==> src/njs_pkg.sv <==
// njs_pkg: shared types and constants of the job scheduler
// used by njs_cell, njs_run and nonpreemptive_job_scheduler; depends on nothing
`timescale 1ns / 1ps
`default_nettype none

package njs_pkg;

  localparam int IdW    = 8;
  localparam int BurstW = 16;
  localparam int ClkW   = 32;
  localparam int SumW   = 48;
  localparam int CntW   = 32;

  typedef enum logic {
    FUNC_SUBMIT = 1'b0,
    FUNC_TICK   = 1'b1
  } func_t;

  typedef enum logic {
    ST_DONE   = 1'b0,
    ST_REJECT = 1'b1
  } status_t;

  typedef struct packed {
    logic [IdW-1:0]    id;
    logic [BurstW-1:0] burst;
    logic [ClkW-1:0]   arrival;
  } entry_t;

  typedef struct packed {
    status_t           status;
    logic [IdW-1:0]    id;
    logic [BurstW-1:0] burst;
    logic [ClkW-1:0]   wait_time;
    logic [ClkW-1:0]   turnaround;
  } fin_t;

endpackage

`default_nettype wire

==> src/njs_cell.sv <==
// njs_cell: one slot of the ready queue, ordered by descending burst
// shifts towards its neighbours on insert and on dispatch; depends on njs_pkg
`timescale 1ns / 1ps
`default_nettype none

module njs_cell (
  input  wire logic          clk,
  input  wire logic          rst_n,
  input  wire logic          ins,
  input  wire logic          pop,
  input  wire njs_pkg::entry_t new_ent,
  input  wire njs_pkg::entry_t prev_ent,
  input  wire logic          prev_valid,
  input  wire logic          prev_keep,
  input  wire njs_pkg::entry_t next_ent,
  input  wire logic          next_valid,
  output njs_pkg::entry_t    ent,
  output logic               valid,
  output logic               keep
);

  njs_pkg::entry_t ent_r, ent_nxt;
  logic            valid_r, valid_nxt;

  always_comb begin
    keep      = valid_r && (ent_r.burst >= new_ent.burst);
    ent_nxt   = ent_r;
    valid_nxt = valid_r;
    if (pop) begin
      ent_nxt   = next_ent;
      valid_nxt = next_valid;
    end else if (ins && !keep) begin
      if (prev_keep) begin
        ent_nxt   = new_ent;
        valid_nxt = 1'b1;
      end else begin
        ent_nxt   = prev_ent;
        valid_nxt = prev_valid;
      end
    end
  end

  always_ff @(posedge clk) begin
    if (!rst_n) begin
      valid_r <= 1'b0;
    end else begin
      valid_r <= valid_nxt;
    end
  end

  always_ff @(posedge clk) begin
    ent_r <= ent_nxt;
  end

  assign ent   = ent_r;
  assign valid = valid_r;

endmodule

`default_nettype wire

==> config.mk <==
export PLATFORM = sky130hd
export DESIGN_NAME = njs_cell
export DESIGN_NICKNAME = d
export VERILOG_FILES = /design/src/njs_pkg.sv /design/src/njs_cell.sv
export SDC_FILE = /design/constraint.sdc
export NUM_CORES = 1
export LEC_CHECK = 0
export BUFFER_PORTS_ARGS = -buffer_cell sky130_fd_sc_hd__buf_2
export CAP_MARGIN = 10
export CORE_MARGIN = 5
export CORE_UTILIZATION = 42
export CTS_CLUSTER_SIZE = 24
export DETAILED_ROUTE_END_ITERATION = 7
export PLACE_DENSITY_LB_ADDON = 0.08
export SYNTH_ARGS = -nofsm -noshare
export SYNTH_HDL_FRONTEND = slang
export SYNTH_SLANG_ARGS = --single-unit
export TNS_END_PERCENT = 50
==> constraint.sdc <==
create_clock -name clk -period 5.5 [get_ports clk]
set_input_delay 0.55 -clock clk [delete_from_list [all_inputs] [get_ports clk]]
set_output_delay 0.55 -clock clk [all_outputs]
set_load 0.1 [all_outputs]
==> flow_metrics.env <==
export IMPL_endpoint_kind="flip-flop"
export IMPL_antenna_found_initial=0
export IMPL_synth_compound_area_share_pct=11.9
export IMPL_fill_cells=717
export IMPL_cp_max_fo=37
export IMPL_place_area_um2=4530
export IMPL_clock_latency_ns=0.32
export IMPL_r2r_end="ent[32]"
export IMPL_rr_worst_depth=7
export IMPL_postCtsHoldBufs=0
export IMPL_cts_clk_slew_worst_paths_ns=0.06
export IMPL_num_vias=3008
export IMPL_cp_endpoint="ent[32]"
export IMPL_overflow=0
export IMPL_start_util_pct=42.9
export IMPL_setup_tns_ns=0
export IMPL_ys_ff_latch=57
export IMPL_start_kind="flip-flop"
export IMPL_row_count=32
export IMPL_relSlewSlack_pct=25.8
export IMPL_die_h_um=98.9
export IMPL_avgSynthCellArea_um2=10.7
export IMPL_final_area_um2=4690
export IMPL_syn_area_um2=3320
export IMPL_required_ns=5.50
export IMPL_area_growth_pct=41.2
export IMPL_slew_violations=0
export IMPL_via_per_inst=4.68
export IMPL_min_period_ns=3.14
export IMPL_grt_setup_unrepaired="no"
export IMPL_antenna_cells=0
export IMPL_yosys_area_share_simple_pct=8.60
export IMPL_reg2reg_from="ent[37]"
export IMPL_synth_top_area_share_pct=50.7
export IMPL_yosysWarnings=0
export IMPL_hp_class="input port to flip-flop"
export IMPL_clock_sinks=57
export IMPL_core_um2=7730
export IMPL_fin_ws_ns=2.36
export IMPL_synthesis_nets=501
export IMPL_grt_pass1_wl_um=14300
export IMPL_leakage_nw=2.43
export IMPL_peakVddDrop_mv=0.142
export IMPL_place_ws_ns=2.03
export IMPL_dieArea_um2=9780
export IMPL_place_congestion=0.822
export IMPL_ctsRootBufferMaster="clkbuf_8"
export IMPL_h_tree_depth=3
export IMPL_drcViolationCount=0
export IMPL_maxCapViolCount=0
export IMPL_grt_pass1_vias=3046
export IMPL_drive_above_1_share_pct=46.4
export IMPL_finalHoldViolations=0
export IMPL_crit_type="flip-flop to flip-flop"
export IMPL_clock_fmax_mhz=319
export IMPL_finalNetCount=728
export IMPL_startpoint="ent[37]"
export IMPL_worstMarginPinSlew_ns=1.11
export IMPL_setup_viol=0
export IMPL_drt_iter0_markers=75
export IMPL_synth_top_cell_by_area="edfxtp_1"
export IMPL_synthXorXnorAreaFrac_pct=0
export IMPL_power_density_nw_per_um2=301
export IMPL_synth_top_family_by_area="multiplexers"
export IMPL_post_route_period_util_pct=57.1
export IMPL_synthMuxAreaShare_pct=16.9
export IMPL_syn_inst=310
export IMPL_drtAntennaViolNets=0
export IMPL_crit_arrival_ns=3.14
export IMPL_synth_seq_area_share_pct=51.3
export IMPL_grt_max_degree=113
export IMPL_routedWlPerCell_um=14.3
export IMPL_grt_use_total_pct=18.4
export IMPL_cts_buffers=9
export IMPL_outcome="complete, no violations"
export IMPL_fin_skew_ns=0.00795
export IMPL_placed_cells=628
export IMPL_port_buffers=232
export IMPL_fp_dieW_um=98.9
export IMPL_cts_buffer_depth=2
export IMPL_io_pins=233
export IMPL_cts_tree="done"
export IMPL_wirelength_um=9230
export IMPL_cts_resized=0
export IMPL_multiInputGateArea_um2=1460
export IMPL_cts_setup_buffers=0
export IMPL_drt_pass1_iterations=4
export IMPL_post_dp_hpwl_um=7460
export IMPL_instances_no_fill=643
export IMPL_seq_area_um2=1700
export IMPL_synth_area_leaders="edfxtp_1, mux2i_1, o21ai_0"
export IMPL_synthAdderAreaFrac_pct=6.03
export IMPL_synth_cell_type_count=25
export IMPL_rrSetupSlack_ns=2.36
synthesized netlist by cell type, drive strengths merged:
| cell type | n |
|---|---|
| a211oi | 2 |
| a21o | 2 |
| a21oi | 5 |
| a31oi | 2 |
| a32oi | 1 |
| buf | 8 |
| clkbuf | 10 |
| dfxtp | 1 |
| edfxtp | 56 |
| ha | 16 |
| inv | 19 |
| mux2i | 56 |
| nand2 | 62 |
| nand2b | 1 |
| nand4 | 1 |
| nor2 | 2 |
| nor2b | 1 |
| nor3 | 3 |
| o211a | 1 |
| o21ai | 60 |
| o21bai | 1 |
through the flow:
step	power [mW]	hold slack [ns]	util (%)
after CTS	1.43	0.447	60.6
after detailed placement	1.12	0.638	58.7
after global routing	1.48	0.457	60.6
after global placement	1.12	0.640	58.7
after floorplan	0.992	0.683	-
final	1.41	0.464	60.6
cell usage in the layout, fill, tap and decap left out, types with 3 or more instances in the layout:
cell type / netlist / routed
edfxtp_1: 56 / 56
ha_1: 16 / 16
inv_1: 19 / 19
o21ai_0: 57 / 57
a21oi_1: 5 / 4
buf_2: 3 / 231
mux2i_1: 56 / 56
buf_4: 1 / 3
nand2_1: 62 / 62
clkinv_2: 0 / 4
clkbuf_8: 0 / 9
report_power, final:
group / internal, mW / switching (mW) / leakage, nW / total, mW
sequential: 0.533 / 0.0142 / 0.588 / 0.547
clock: 0.156 / 0.147 / 0.0831 / 0.303
combinational: 0.123 / 0.438 / 1.76 / 0.561
total: 0.812 / 0.599 / 2.43 / 1.41
area by class of cell:
| type | count | area share, % |
|---|---|---|
| Tap cell | 102 | 2.72 |
| Clock buffer | 10 | 2.72 |
| Clock inverter | 5 | 0.507 |
| Sequential cell | 57 | 36.3 |
| Timing Repair Buffer | 234 | 25.2 |
| Multi-Input combinational cell | 216 | 31.1 |
| Inverter | 19 | 1.52 |
worst min path at each step:
stage | start | to | slack (ns) | cells after the start
floorplan | rst_n | valid | 0.68 | 1
global placement | valid | valid | 0.64 | 3
CTS | rst_n | valid | 0.45 | 2
detailed placement | valid | valid | 0.64 | 3
finish | rst_n | valid | 0.46 | 2
global route | rst_n | valid | 0.46 | 2
kinds of logic after synthesis:
| group | Yosys count |
|---|---|
| compound gates | 74 |
| simple gates | 70 |
| fa+ha+maj | 16 |
| flops | 57 |
| buf+inv | 37 |
| mux | 56 |
sequential cells by signal (all words and copies together), names as in the netlist:
register	flops
ent	56
valid	1
metal layers:
metal  vias to the layer above  GRT usage (%)  wire [um]
li1                       1572              -          -
met1                      1286           19.7       3310
met2                       137           32.9       4810
met3                        13           7.01        983
met4                         0           6.30        120
met5                         -              0          0
worst max-delay path, cell delays in order (launching register included):
cell and delay, ns:
edfxtp_1 0.40, ha_1 0.30, a21oi_1 0.15, o21ai_1 0.10, a211oi_1 0.40, a21oi_2 0.14, o21ai_4 0.89, buf_4 0.43
No activity file was read; power rests on OpenSTA's default activity.
