==> src/njs_pkg.sv <==
// njs_pkg: shared types and constants of the job scheduler
// used by njs_cell, njs_run and nonpreemptive_job_scheduler; depends on nothing
`timescale 1ns / 1ps
`default_nettype none

package njs_pkg;

  localparam int IdW    = 8;
  localparam int BurstW = 16;
  localparam int ClkW   = 32;
  localparam int SumW   = 48;
  localparam int CntW   = 32;

  typedef enum logic {
    FUNC_SUBMIT = 1'b0,
    FUNC_TICK   = 1'b1
  } func_t;

  typedef enum logic {
    ST_DONE   = 1'b0,
    ST_REJECT = 1'b1
  } status_t;

  typedef struct packed {
    logic [IdW-1:0]    id;
    logic [BurstW-1:0] burst;
    logic [ClkW-1:0]   arrival;
  } entry_t;

  typedef struct packed {
    status_t           status;
    logic [IdW-1:0]    id;
    logic [BurstW-1:0] burst;
    logic [ClkW-1:0]   wait_time;
    logic [ClkW-1:0]   turnaround;
  } fin_t;

endpackage

`default_nettype wire

==> src/njs_run.sv <==
// njs_run: scheduler clock and the running job, dispatch and completion
// takes the queue head from the cell row; depends on njs_pkg
`timescale 1ns / 1ps
`default_nettype none

module njs_run (
  input  wire logic            clk,
  input  wire logic            rst_n,
  input  wire logic            tick,
  input  wire njs_pkg::entry_t head,
  input  wire logic            head_valid,
  output njs_pkg::entry_t      clk_stamp,
  output logic                 dispatch,
  output logic                 done,
  output njs_pkg::fin_t        fin
);

  logic [njs_pkg::ClkW-1:0]   now_r, now_nxt, nowp1_r, nowp1_nxt;
  logic                       busy_r, busy_nxt;
  logic [njs_pkg::IdW-1:0]    id_r, id_nxt;
  logic [njs_pkg::BurstW-1:0] burst_r, burst_nxt;
  logic [njs_pkg::BurstW-1:0] rem_r, rem_nxt, cur_rem;
  logic [njs_pkg::ClkW-1:0]   wait_r, wait_nxt;
  logic [njs_pkg::ClkW-1:0]   ta_r, ta_nxt;
  logic                       active;

  always_comb begin
    dispatch  = tick && !busy_r && head_valid;
    active    = dispatch || busy_r;
    id_nxt    = id_r;
    burst_nxt = burst_r;
    wait_nxt  = wait_r;
    ta_nxt    = ta_r;
    rem_nxt   = rem_r;
    busy_nxt  = busy_r;
    now_nxt   = now_r;
    nowp1_nxt = nowp1_r;
    cur_rem   = rem_r;
    if (dispatch) begin
      id_nxt    = head.id;
      burst_nxt = head.burst;
      cur_rem   = head.burst;
      wait_nxt  = now_r - head.arrival;
      ta_nxt    = nowp1_r - head.arrival;
    end else begin
      ta_nxt    = ta_r + 1'b1;
    end
    // saturating countdown
    rem_nxt = (cur_rem == '0) ? '0 : cur_rem - 1'b1;
    done    = tick && active && (rem_nxt == '0);
    if (tick) begin
      now_nxt   = nowp1_r;
      nowp1_nxt = nowp1_r + 1'b1;
      if (active) begin
        busy_nxt = !done;
      end
    end
    if (!(tick && active)) begin
      id_nxt    = id_r;
      burst_nxt = burst_r;
      wait_nxt  = wait_r;
      ta_nxt    = ta_r;
      rem_nxt   = rem_r;
    end
    fin.status     = njs_pkg::ST_DONE;
    fin.id         = id_nxt;
    fin.burst      = burst_nxt;
    fin.wait_time  = wait_nxt;
    fin.turnaround = ta_nxt;
    clk_stamp      = '{id: '0, burst: '0, arrival: now_r};
  end

  always_ff @(posedge clk) begin
    if (!rst_n) begin
      now_r   <= '0;
      nowp1_r <= {{(njs_pkg::ClkW-1){1'b0}}, 1'b1};
      busy_r  <= 1'b0;
    end else begin
      now_r   <= now_nxt;
      nowp1_r <= nowp1_nxt;
      busy_r  <= busy_nxt;
    end
  end

  always_ff @(posedge clk) begin
    id_r    <= id_nxt;
    burst_r <= burst_nxt;
    rem_r   <= rem_nxt;
    wait_r  <= wait_nxt;
    ta_r    <= ta_nxt;
  end

endmodule

`default_nettype wire
==> config.mk <==
export PLATFORM = sky130hd
export DESIGN_NAME = njs_run
export DESIGN_NICKNAME = d
export VERILOG_FILES = /design/src/njs_pkg.sv /design/src/njs_run.sv
export SDC_FILE = /design/constraint.sdc
export NUM_CORES = 1
export LEC_CHECK = 0
export BUFFER_PORTS_ARGS = -buffer_cell sky130_fd_sc_hd__buf_2
export CAP_MARGIN = 20
export CORE_ASPECT_RATIO = 1.75
export CORE_MARGIN = 4
export CORE_UTILIZATION = 51
export DETAILED_ROUTE_END_ITERATION = 8
export GPL_TIMING_DRIVEN = 1
export PLACE_DENSITY = 0.77
export SYNTH_ARGS = -nofsm -noshare
export SYNTH_HDL_FRONTEND = slang
export SYNTH_SLANG_ARGS = --single-unit
==> constraint.sdc <==
create_clock -name clk -period 5.3 [get_ports clk]
set_input_delay 1.06 -clock clk [delete_from_list [all_inputs] [get_ports clk]]
set_output_delay 1.06 -clock clk [all_outputs]
set_load 0.01 [all_outputs]
==> impl_results.md <==
- Post-DP HPWL: 23.3 mm
- Crit. End Element: primary output
- Clk_skew: about 0.012 ns
- Switching pwr: between 1 and 1.5 mW
- Crit share post-route: approximately 96%
- Commonest cells after routing, fill and taps aside: nand2_1, buf_2, dfxtp_1, a21oi_1, o21ai_0
- Max-cap violations: 0
- Reg-to-Reg End: ta_r[30]
- Via/cell ratio: ~5.8
- Min cycle time layout: between 5 and 6 ns
- Cells after Synth: 1,345
- Global-route wire length before repair: slightly below 50 mm
- Fill cell total of the finished layout: between 1,500 and 2,000
- Die ar.: 0.0239 mm2
- Hold buffers post-CTS: 0
- Final ANT Viol Nets: 0
- Setup crit start: head[8]
- Die extent in y: 202 um
- Initial DRC Count: between 500 and 600
- Global placement routability congestion: slightly above 0.9
- Slew HR: 35.7%
- CP Class: input port to primary output
- Async S/R FF share, synth: 0%
- CTS max path bufs: 2
- Number of clock sinks: 169
- Rows: 70
- Final slew viol count: 0
- DR WL/cell: ~17 um
- DRT Wirelength: just over 30 mm
- Critical Path AT: 4.02 ns
- Fin nets: approximately 1,600
- Syn avg cell area: between 8 and 9 um2
- Post-route design area: approximately 0.013 mm2
- Layout cells sized above 1: between 10% and 20%
- Fmax: around 200 MHz
- Final setup TNS: 0 ns
- Warnings from Yosys: 0
- RSZ-0062 raised after global routing: no
- Post-CTS setup buffers: 0
- Power Dens Cells: 284 mW/mm2
- Initial Util: ~52%
- Distinct cells, synth: 82
- Combinational share of power: around 22%
- Clk slew on worst S/H paths: 0.07 ns
- All-layer global routing usage: 24.7%
- Post-Syn Area: around 0.011 mm2
- Worst R2R Start: nowp1_r[0]
- Iteration count of the initial detailed-routing pass: 7
- Worst-case reg-to-reg path depth: 12
- Commonest non-fill, non-tap cell in the layout: nand2_1
- Int Power: between 2 and 2.5 mW
- H-tree depth: 4
- PnR Total Power: around 3.6 mW
- Core footprint: approximately 0.021 mm2
- Setup crit end: fin[30]
- R2R setup slack: 2.08 ns
- Most used DFF post-synth: dfxtp_1
- Hold crit path type: register to register
- Synth Register Bits: 169
- Placed instance area: 0.0120 mm2
- Slew at the pin closest to its max-slew limit: between 0.9 and 1 ns
- Clock Latency Late Sink: 0.44 ns
- Global route overflow: 0
- # setup viols final: 0
- Clock share of power: ~36%
- Sw Ratio: between 30% and 40%
- Worst-path maximum fanout: 6
- DRC viols: 0
- Critical Path Start Type: input port
- Port bufs: around 180
- Area growth syn-to-layout: 15.7%
- WP data required: between 4 and 5 ns
- Clock Tree Root: clkbuf_16
- Initial antenna violation count: 1
- Status: finished clean
- EDFF count, synth: 16
- CTS Buf Count: 17
- Register area share after synthesis: roughly a third
- Largest net degree at the start of global routing: between 90 and 100
- Seq pwr share: about 43%
- Final Hold Vio Count: 0
- Die width: ~120 um
- Leak: roughly 6 nW
- Max rail drop VDD: roughly 220 uV
- Num ports: 207
- Vias in the first global route: 9,901
- CTS tree: yes
- Vias: roughly 10,000
-- worst max-delay path: stages --
cell	delay [ns]
buf_2	0.07
inv_1	0.05
ha_1	0.38
and3_1	0.22
and3_1	0.23
a2111oi_4	0.44
o31ai_1	0.17
a221o_1	0.35
a31oi_1	0.33
a21oi_1	0.15
a41oi_1	0.26
o41ai_2	0.12
buf_2	0.18
-- cell families (layout without fill, tap and decap cells) --
kind of cell             Yosys count  count (layout)  share of synthesized area, %
AND/OR/NAND/NOR                  493             493                          22.4
AO/OA/AOI/OAI                    343             343                          19.5
flip-flops                       169             169                          32.4
buffers and inverters            135             289                          5.67
XOR/XNOR                          78              78                          6.26
adder cells (fa/ha/maj)           67              67                          7.81
multiplexers                      59              59                          5.81
other                              1              26                        0.0343
-- how the worst min path moves through the flow --
stage,start,endpoint,slack [ns],cells after the start
2_1_floorplan,wait_r[21],wait_r[21],0.47,2
3_3_place_gp,wait_r[22],wait_r[22],0.42,2
3_5_place_dp,wait_r[22],wait_r[22],0.43,2
4_1_cts,wait_r[22],wait_r[22],0.44,2
5_1_grt,wait_r[21],wait_r[21],0.47,2
6_report,wait_r[22],wait_r[22],0.44,2
-- per-layer routing --
layer / vias to the layer above / track usage, % / wire length (um) / share of wire (%)
met4: 0 / 11.8 / 1260 / 4.2
met3: 76 / 4.05 / 1530 / 5.0
li1: 5072 / - / - / -
met1: 4850 / 26.8 / 11700 / 39
met5: - / 0 / 0 / 0
met2: 385 / 45.8 / 15900 / 52
-- sequential cells by signal, summed over array words and instances, names as in the netlist --
signal	cells
now_r	32
nowp1_r	32
ta_r	32
wait_r	32
burst_r	16
rem_r	16
id_r	8
busy_r	1
-- timing repair --
action	in CTS	in global routing
endpoints found under the setup margin	0	4
endpoints found under the hold margin	0	0
gates resized for setup	0	5
-- power by group through the flow --
stage	clock network (mW)	logic, mW	registers [mW]
after floorplan	0	0.516	1.53
after global placement	0	0.757	1.55
after detailed placement	0	0.768	1.56
after CTS	1.30	0.772	1.53
after global routing	1.34	0.855	1.55
final	1.28	0.773	1.53
-- Yosys cell counts, types with 28 or more instances --
master    count  area [um2]
mux2i_1      51         510
nor2_1       80         300
nand3_1      43         215
nor2b_1      43         269
and2_1       29         181
a21oi_1      94         470
dfxtp_1     153        3060
o21ai_0      93         465
xnor2_1      50         438
nand2_1     182         683
clkbuf_1     47         176
ha_1         65         813
xor2_1       28         245
buf_4        28         210
inv_1        54         203
-- metrics by stage --
stage	hold slack [ns]	worst slack [ns]	std cells	util (%)
final	0.443	0.221	1776	60.1
after global routing	0.466	0.000905	1775	60.1
after CTS	0.445	0.177	1775	59.9
after detailed placement	0.427	0.195	1743	57.1
after global placement	0.420	0.207	1743	57.1
after floorplan	0.474	0.0182	1369	-
-- cell type report --
| class | count | area (um2) | share of cell area (%) |
|---|---|---|---|
| Tap cell | 252 | 315 | 2.50 |
| Inverter | 55 | 206 | 1.63 |
| Sequential cell | 169 | 3540 | 28.1 |
| Multi-Input combinational cell | 1065 | 6880 | 54.5 |
| Antenna cell | 1 | 2.50 | 0.0198 |
| Clock inverter | 14 | 161 | 1.28 |
| Timing Repair Buffer | 202 | 1090 | 8.62 |
| Clock buffer | 18 | 429 | 3.40 |
Note: power is estimated with default switching activity, not from simulation.
